### config.mk
export PLATFORM = sky130hd
export DESIGN_NAME = counting_semaphore_engine
export DESIGN_NICKNAME = d
export VERILOG_FILES = /design/src/rtl/cse_pkg.sv /design/src/rtl/counting_semaphore_engine.sv /design/src/rtl/cse_ctrl.sv /design/src/rtl/cse_dpath.sv
export SDC_FILE = /design/constraint.sdc
export NUM_CORES = 2
export LEC_CHECK = 0
export ABC_CLOCK_PERIOD_IN_PS = 5800
export BUFFER_PORTS_ARGS = -buffer_cell sky130_fd_sc_hd__buf_2
export CAP_MARGIN = 20
export CORE_ASPECT_RATIO = 0.5
export CORE_MARGIN = 4
export CORE_UTILIZATION = 55
export CTS_CLUSTER_DIAMETER = 80
export CTS_CLUSTER_SIZE = 8
export DETAILED_ROUTE_END_ITERATION = 6
export GPL_ROUTABILITY_DRIVEN = 0
export PLACE_DENSITY = 0.71
export SLEW_MARGIN = 20
export SYNTH_ARGS = -nofsm -noshare
export SYNTH_HDL_FRONTEND = slang
export SYNTH_HIERARCHICAL = 1
export SYNTH_SLANG_ARGS = --single-unit
### constraint.sdc
create_clock -name clk -period 5.8 [get_ports clk]
set_clock_uncertainty 0.15 [all_clocks]
set_input_delay 0.58 -clock clk [delete_from_list [all_inputs] [get_ports clk]]
set_output_delay 0.58 -clock clk [all_outputs]
set_load 0.05 [all_outputs]
### src/rtl/cse_pkg.sv
// Shared constants, codes and types for the counting semaphore engine.
// No dependencies; the RTL files refer to it by scoped names, the bench imports it.
package cse_pkg;

  localparam int NUM_SEMS    = 16;
  localparam int SEM_BITS    = $clog2(NUM_SEMS);
  localparam int QUEUE_DEPTH = 16;
  localparam int QPTR_BITS   = $clog2(QUEUE_DEPTH);
  localparam int QLEN_BITS   = QPTR_BITS + 1;
  localparam int PID_BITS    = 5;
  localparam int COUNT_BITS  = 8;
  localparam int SLOT_BITS   = SEM_BITS + QPTR_BITS;
  localparam int SLOT_DEPTH  = NUM_SEMS * QUEUE_DEPTH;

  localparam int OP_W     = 2;
  localparam int SIDX_W   = 4;
  localparam int INIT_W   = 8;
  localparam int PID_W    = 5;
  localparam int STATUS_W = 3;
  localparam int ERR_W    = 2;
  localparam int CNT_W    = 8;

  localparam logic [COUNT_BITS-1:0] COUNT_MAX = '1;
  localparam logic [QLEN_BITS-1:0]  QLEN_FULL = QLEN_BITS'(QUEUE_DEPTH);

  typedef enum logic [OP_W-1:0] {
    OP_ALLOC = 2'd0,
    OP_WAIT  = 2'd1,
    OP_POST  = 2'd2
  } op_t;

  typedef enum logic [STATUS_W-1:0] {
    ST_ALLOCATED   = 3'd0,
    ST_PASSED      = 3'd1,
    ST_BLOCKED     = 3'd2,
    ST_WOKE        = 3'd3,
    ST_INCREMENTED = 3'd4,
    ST_ERROR       = 3'd5
  } status_t;

  typedef enum logic [ERR_W-1:0] {
    ERR_NONE       = 2'd0,
    ERR_NO_FREE    = 2'd1,
    ERR_QUEUE_FULL = 2'd2
  } err_t;

  typedef enum logic {
    S_IDLE,
    S_EXEC
  } state_t;

  typedef struct packed {
    logic latch;
    logic commit;
  } cmd_t;

  typedef struct packed {
    logic req_nop;
  } stat_t;

endpackage

### src/rtl/counting_semaphore_engine.sv
// Counting semaphore engine: a table of semaphores with FIFO wait queues.
// Top level; instantiates cse_ctrl and cse_dpath, depends on cse_pkg.
//
// Usage:
//   Request channel (req_valid/req_ready) carries op, sem_index,
//   initial_count and caller_pid. Response channel (rsp_valid/rsp_ready)
//   carries status, error_kind, sem_index_out, woken_pid and count_now.
//   Allocate, wait and post each give one response; op code 3 is accepted
//   and dropped with no response.
//   Each request is executed before the next is taken, as set by the
//   read-modify-write of the addressed table entry and the registered
//   read of the waiter slot memory (read on accept, updated on execute).
//   A new request is taken while an earlier response still waits; if the
//   receiver stalls, execution holds until the response register frees.
//   Reset: synchronous, active high; clears owners, pass counts, queue heads
//   and lengths. Waiter slots are not cleared.
module counting_semaphore_engine (
  input  logic                          clk,
  input  logic                          rst,
  input  logic                          req_valid,
  output logic                          req_ready,
  input  logic [cse_pkg::OP_W-1:0]      op,
  input  logic [cse_pkg::SIDX_W-1:0]    sem_index,
  input  logic [cse_pkg::INIT_W-1:0]    initial_count,
  input  logic [cse_pkg::PID_W-1:0]     caller_pid,
  output logic                          rsp_valid,
  input  logic                          rsp_ready,
  output logic [cse_pkg::STATUS_W-1:0]  status,
  output logic [cse_pkg::ERR_W-1:0]     error_kind,
  output logic [cse_pkg::SIDX_W-1:0]    sem_index_out,
  output logic [cse_pkg::PID_W-1:0]     woken_pid,
  output logic [cse_pkg::CNT_W-1:0]     count_now
);

  cse_pkg::cmd_t  cmd;
  cse_pkg::stat_t stat;

  cse_ctrl u_ctrl (
    .clk       (clk),
    .rst       (rst),
    .req_valid (req_valid),
    .req_ready (req_ready),
    .rsp_valid (rsp_valid),
    .rsp_ready (rsp_ready),
    .stat      (stat),
    .cmd       (cmd)
  );

  cse_dpath u_dpath (
    .clk           (clk),
    .rst           (rst),
    .cmd           (cmd),
    .stat          (stat),
    .op            (op),
    .sem_index     (sem_index),
    .initial_count (initial_count),
    .caller_pid    (caller_pid),
    .status        (status),
    .error_kind    (error_kind),
    .sem_index_out (sem_index_out),
    .woken_pid     (woken_pid),
    .count_now     (count_now)
  );

endmodule

### src/rtl/cse_ctrl.sv
// Controller for the counting semaphore engine: request/execute sequencing
// and the response valid flag. Depends on cse_pkg.
module cse_ctrl (
  input  logic           clk,
  input  logic           rst,
  input  logic           req_valid,
  output logic           req_ready,
  output logic           rsp_valid,
  input  logic           rsp_ready,
  input  cse_pkg::stat_t stat,
  output cse_pkg::cmd_t  cmd
);

  cse_pkg::state_t state, state_next;
  logic            rsp_valid_next;

  always_ff @(posedge clk) begin
    if (rst) begin
      state     <= cse_pkg::S_IDLE;
      rsp_valid <= 1'b0;
    end else begin
      state     <= state_next;
      rsp_valid <= rsp_valid_next;
    end
  end

  always_comb begin
    state_next     = state;
    req_ready      = 1'b0;
    cmd            = '0;
    rsp_valid_next = rsp_valid && !rsp_ready;
    unique case (state)
      cse_pkg::S_IDLE: begin
        req_ready = 1'b1;
        if (req_valid) begin
          cmd.latch = 1'b1;
          if (!stat.req_nop) state_next = cse_pkg::S_EXEC;
        end
      end
      cse_pkg::S_EXEC: begin
        // hold until the response register is free
        if (!rsp_valid || rsp_ready) begin
          cmd.commit     = 1'b1;
          rsp_valid_next = 1'b1;
          state_next     = cse_pkg::S_IDLE;
        end
      end
      default: state_next = cse_pkg::S_IDLE;
    endcase
  end

endmodule

### src/rtl/cse_dpath.sv
// Datapath for the counting semaphore engine: semaphore tables, waiter
// slot memory, request latch and response register. Depends on cse_pkg.
module cse_dpath (
  input  logic                          clk,
  input  logic                          rst,
  input  cse_pkg::cmd_t                 cmd,
  output cse_pkg::stat_t                stat,
  input  logic [cse_pkg::OP_W-1:0]      op,
  input  logic [cse_pkg::SIDX_W-1:0]    sem_index,
  input  logic [cse_pkg::INIT_W-1:0]    initial_count,
  input  logic [cse_pkg::PID_W-1:0]     caller_pid,
  output logic [cse_pkg::STATUS_W-1:0]  status,
  output logic [cse_pkg::ERR_W-1:0]     error_kind,
  output logic [cse_pkg::SIDX_W-1:0]    sem_index_out,
  output logic [cse_pkg::PID_W-1:0]     woken_pid,
  output logic [cse_pkg::CNT_W-1:0]     count_now
);

  logic [cse_pkg::PID_BITS-1:0]   owner_ids     [cse_pkg::NUM_SEMS];
  logic [cse_pkg::COUNT_BITS-1:0] pass_counts   [cse_pkg::NUM_SEMS];
  logic [cse_pkg::QPTR_BITS-1:0]  queue_heads   [cse_pkg::NUM_SEMS];
  logic [cse_pkg::QLEN_BITS-1:0]  queue_lengths [cse_pkg::NUM_SEMS];
  logic [cse_pkg::PID_BITS-1:0]   waiter_slots  [cse_pkg::SLOT_DEPTH];

  cse_pkg::op_t                   req_op;
  logic [cse_pkg::SEM_BITS-1:0]   req_sem;
  logic [cse_pkg::COUNT_BITS-1:0] req_init;
  logic [cse_pkg::PID_BITS-1:0]   req_pid;
  logic [cse_pkg::PID_BITS-1:0]   slot_rdata;

  logic [cse_pkg::SEM_BITS-1:0]   in_sem;
  logic [cse_pkg::SLOT_BITS-1:0]  slot_raddr;
  logic [cse_pkg::SLOT_BITS-1:0]  slot_waddr;
  logic                           slot_we;

  logic                           free_found;
  logic [cse_pkg::SEM_BITS-1:0]   free_idx;

  logic [cse_pkg::SEM_BITS-1:0]   tgt;
  logic [cse_pkg::COUNT_BITS-1:0] cnt;
  logic [cse_pkg::QPTR_BITS-1:0]  head;
  logic [cse_pkg::QLEN_BITS-1:0]  len;
  logic [cse_pkg::QPTR_BITS-1:0]  tail;
  logic                           tbl_we;
  logic                           owner_we;
  logic [cse_pkg::COUNT_BITS-1:0] cnt_next;
  logic [cse_pkg::QPTR_BITS-1:0]  head_next;
  logic [cse_pkg::QLEN_BITS-1:0]  len_next;

  cse_pkg::status_t               st_next;
  cse_pkg::err_t                  err_next;
  logic [cse_pkg::SIDX_W-1:0]     idx_next;
  logic [cse_pkg::PID_W-1:0]      wpid_next;
  logic [cse_pkg::CNT_W-1:0]      cnow_next;

  assign in_sem       = sem_index[cse_pkg::SEM_BITS-1:0];
  assign stat.req_nop = !(op == cse_pkg::OP_ALLOC || op == cse_pkg::OP_WAIT ||
                          op == cse_pkg::OP_POST);
  assign slot_raddr   = {in_sem, queue_heads[in_sem]};

  // request latch
  always_ff @(posedge clk) begin
    if (cmd.latch) begin
      req_op   <= cse_pkg::op_t'(op);
      req_sem  <= in_sem;
      req_init <= initial_count[cse_pkg::COUNT_BITS-1:0];
      req_pid  <= caller_pid[cse_pkg::PID_BITS-1:0];
    end
  end

  // waiter slot memory, head entry read on request latch
  always_ff @(posedge clk) begin
    if (slot_we) waiter_slots[slot_waddr] <= req_pid;
    if (cmd.latch) slot_rdata <= waiter_slots[slot_raddr];
  end

  // lowest free entry
  always_comb begin
    free_found = 1'b0;
    free_idx   = '0;
    for (int i = cse_pkg::NUM_SEMS - 1; i >= 0; i--) begin
      if (owner_ids[i] == '0) begin
        free_found = 1'b1;
        free_idx   = cse_pkg::SEM_BITS'(i);
      end
    end
  end

  always_comb begin
    cnt       = pass_counts[req_sem];
    head      = queue_heads[req_sem];
    len       = queue_lengths[req_sem];
    tail      = head + len[cse_pkg::QPTR_BITS-1:0];
    tgt       = req_sem;
    tbl_we    = 1'b0;
    owner_we  = 1'b0;
    slot_we   = 1'b0;
    cnt_next  = cnt;
    head_next = head;
    len_next  = len;
    st_next   = cse_pkg::ST_ERROR;
    err_next  = cse_pkg::ERR_NONE;
    idx_next  = '0;
    wpid_next = '0;
    cnow_next = cnt;
    unique case (req_op)
      cse_pkg::OP_ALLOC: begin
        if (free_found) begin
          tgt       = free_idx;
          tbl_we    = 1'b1;
          owner_we  = 1'b1;
          cnt_next  = req_init;
          head_next = '0;
          len_next  = '0;
          st_next   = cse_pkg::ST_ALLOCATED;
          idx_next  = cse_pkg::SIDX_W'(free_idx);
          cnow_next = req_init;
        end else begin
          err_next  = cse_pkg::ERR_NO_FREE;
          cnow_next = '0;
        end
      end
      cse_pkg::OP_WAIT: begin
        if (cnt != '0) begin
          tbl_we    = 1'b1;
          cnt_next  = cnt - 1'b1;
          st_next   = cse_pkg::ST_PASSED;
          cnow_next = cnt - 1'b1;
        end else if (len >= cse_pkg::QLEN_FULL) begin
          err_next  = cse_pkg::ERR_QUEUE_FULL;
        end else begin
          tbl_we    = 1'b1;
          slot_we   = cmd.commit;
          len_next  = len + 1'b1;
          st_next   = cse_pkg::ST_BLOCKED;
        end
      end
      cse_pkg::OP_POST: begin
        tbl_we = 1'b1;
        if (len != '0) begin
          head_next = head + 1'b1;
          len_next  = len - 1'b1;
          st_next   = cse_pkg::ST_WOKE;
          wpid_next = cse_pkg::PID_W'(slot_rdata);
        end else begin
          if (cnt != cse_pkg::COUNT_MAX) cnt_next = cnt + 1'b1;
          st_next   = cse_pkg::ST_INCREMENTED;
          cnow_next = (cnt != cse_pkg::COUNT_MAX) ? cnt + 1'b1 : cnt;
        end
      end
      default: tbl_we = 1'b0;
    endcase
  end

  assign slot_waddr = {req_sem, tail};

  // semaphore tables
  always_ff @(posedge clk) begin
    if (rst) begin
      for (int i = 0; i < cse_pkg::NUM_SEMS; i++) begin
        owner_ids[i]     <= '0;
        pass_counts[i]   <= '0;
        queue_heads[i]   <= '0;
        queue_lengths[i] <= '0;
      end
    end else if (cmd.commit && tbl_we) begin
      if (owner_we) owner_ids[tgt] <= req_pid;
      pass_counts[tgt]   <= cnt_next;
      queue_heads[tgt]   <= head_next;
      queue_lengths[tgt] <= len_next;
    end
  end

  // response register
  always_ff @(posedge clk) begin
    if (cmd.commit) begin
      status        <= st_next;
      error_kind    <= err_next;
      sem_index_out <= idx_next;
      woken_pid     <= wpid_next;
      count_now     <= cnow_next;
    end
  end

endmodule

==> out/metrics.cfg <==
[outcome]
status=complete, no violations

[power_and_ir_drop]
finalPower_mw=29.31
power.leakage_nw=26.44
power.density_mw_per_mm2=366.8
ir_drop_mv=0.3000

[clock_network]
cts_buffers=228
hold_buffers=18
clock_latency_ns=0.83
cts-htree-levels=4
clockRootBuffer=clkbuf_16
cts-resized-gates=0
cts.clk_slew.worst_paths_ns=0.05
tritoncts=done
cts.path.max_buffers=3
cts_sinks=1684
postCtsSetupBuffers=0

[floorplanning]
rows=92
start_util=0.5585
die_area_mm2=0.1351
die_h_um=261.9
core_mm2=0.1270
io_pins=47
die_w_um=515.8

[global_route]
grt_use_met1=0.4126
busiest_layer=met2
use_met3=0.08458
globalRouteTotalUtil=0.3075
grt_overflow_total=0
grt_pass1_wl_um=304800
grt_pass1_vias=46690
grtUsageMet2=0.4712
antenna_found_initial=10
grt_start_max_net_pins=192

[synth]
synth_top_family_by_area=simple AND/OR/NAND/NOR gates
synth_ff_type=edfxtp_1
ys_warn_count=6
synth.area.mux_share=0.05707
syn_area_mm2=0.07091
synth_edf_count=1678
syn-instance-count=5209
synth.avg_cell_area_um2=13.61
synth_compound_area_frac=0.08438
synth_seq_cells=1684
synthAdderAreaFrac=0.001870
yosys.cell_types.count=86
yosysTopAreaCell=edfxtp_1
yosysMostFrequentCell=edfxtp_1
synthTopCellsByArea=edfxtp_1 71%, nor2_1 4.6%, mux4_2 3.0%
ys_async_sr_fraction=0
synth_top_cell_area_share=0.7106
synthXorXnorAreaFrac=0.001359
synthTopCellsByCount=1678 x edfxtp_1, 875 x nor2_1, 550 x nand2_1, 197 x o21ai_0, 175 x clkbuf_1
syn-num-nets=5242
synth-simple-area-share=0.1170
yosysSeqAreaShare=0.7123

[worst_setup_path]
critical_path_class=reg2reg
cp-start-kind=flip-flop
path_max_fanout=16
arrival_ns=5.73
critPathCaptureType=flip-flop
r2r_setup_slack_ns=0.38
cp.required_ns=6.11
reg2reg_depth=12

[timing]
setup_ws_ns=0.3821
hold_slack_ns=0.1562
tns_ns=0
min_period_over_period=0.9341
max_slew_margin=0.2239
finalHoldViolCount=0
drv_slew=0
max_freq_mhz=184.6
period_needed_ns=5.418
rsz0062_at_grt=no
finalSetupViolCount=0
tightest_slew_ns=1.164

[place]
dpl.hpwl_um=123800
io_buffers=46
place_ws_ns=0.3584
placed_cells=6757
post_dp_cell_area_mm2=0.07349

[detailed_routing]
drc_errors=0
drt-total-wl_um=209300
wl_per_cell_um=29.59
firstDrtPassIters=7
drt-initial-drc-count=7733
antenna_left=0
num_vias=48100
viasPerCell=6.801

[finish]
multi_input_area_mm2=0.01867
layout-drive-gt1-share=0.1238
regArea_mm2=0.05051
nets=5346
utilization=0.6293
fill_cells=8888
fin_area_mm2=0.07990
area_delta_synth_final_pct=12.68
fin_cells=7073

[job]
maxCapViolCount=0

[hold_path]
holdCritPathClass=in2reg
hold_path_depth=1
hp-start=sem_index[2]

[sequential cells by signal, summed over array words and instances, names as in the netlist, 8 cells and up, named ones only]
| signal | flops |
|---|---|
| u_dpath/count_now | 8 |
| u_dpath/owner_ids | 80 |
| u_dpath/pass_counts | 128 |
| u_dpath/queue_heads | 64 |
| u_dpath/queue_lengths | 80 |
| u_dpath/req_init | 8 |
| u_dpath/waiter_slots | 1280 |
[report_power, final]
part / total [mW] / leakage, nW / switching, mW / internal, mW
Clock: 11.9 / 3.01 / 4.82 / 7.11
Sequential: 13.6 / 15.6 / 0.0766 / 13.6
Combinational: 3.75 / 7.80 / 2.75 / 1.00
[critical path: stages, from the launching register on]
cell      delay [ns]
dfxtp_4         0.48
buf_4           0.32
mux4_2          0.54
mux4_2          0.55
inv_1           0.16
ha_1            0.16
nor3b_2         0.27
o211ai_4        0.21
nor4_4          0.40
nand2_1         0.21
nor3b_2         0.43
nand2_1         0.55
nor2_1          0.62
[layout by cell type, fill, tap and decap left out, types with 10 or more instances in the layout]
cell           netlist  layout
nor2b_1             11      11
a221oi_1            36      36
or4_1               31      31
clkbuf_16            0     231
buf_12               0      28
a21oi_1            160     159
a32oi_1             74      74
o21bai_1            11      11
a41oi_1             26      26
nor3_1              39      38
and3_1              91      91
buf_4                9     175
mux2i_1            150     150
o221ai_1            14      14
clkbuf_1           175      47
buf_2              167      46
nor2_1             875     871
nand2b_1            23      22
nand2_1            550     545
nor4_1              53      53
and4_1              15      15
a211oi_1            97      97
and2_1              11      10
a22oi_1             39      39
dlygate4sd3_1        0      18
a21o_1              12      12
a31oi_1             76      76
or3_1               10      10
nand4_1             19      19
mux4_2              95      95
inv_1               19      18
edfxtp_1          1678    1678
o211ai_1            23      23
nand3_1            168     168
mux2_2              33      33
o22ai_1             45      45
o21ai_0            197     196
[per-layer routing]
layer / routed length [µm] / share of wire / up-vias
met2: 94050 / 0.45 / 3730
met3: 28150 / 0.13 / 654
met1: 76670 / 0.37 / 23750
met4: 10360 / 0.050 / 8
li1: - / - / 19960
met5: 49 / 0.00023 / -
[cells by family after synthesis]
family	count (synthesis)
XOR/XNOR	11
adder cells (fa/ha/maj)	10
AND/OR/NAND/NOR	1916
buffers and inverters	416
flip-flops	1684
multiplexers	280
AO/OA/AOI/OAI	892
[area by class of cell]
cell class | count | share of cell area
inverters | 23 | 0.001081
flip-flops and latches | 1684 | 0.6322
clock buffers | 278 | 0.07456
repair buffers | 267 | 0.02859
diodes | 8 | 0.0002506
multi-input cells | 3109 | 0.2337
well taps | 1692 | 0.02650
clock inverters | 12 | 0.003132
[final timing paths]
kind / to
min: u_dpath/req_sem[2]$_DFFE_PP_
min reg2reg: u_ctrl/state$_SDFF_PP0_
max: u_dpath/waiter_slots[146][2]$_DFFE_PP_
max reg2reg: u_dpath/waiter_slots[146][2]$_DFFE_PP_
(Power assumes the default switching activity.)
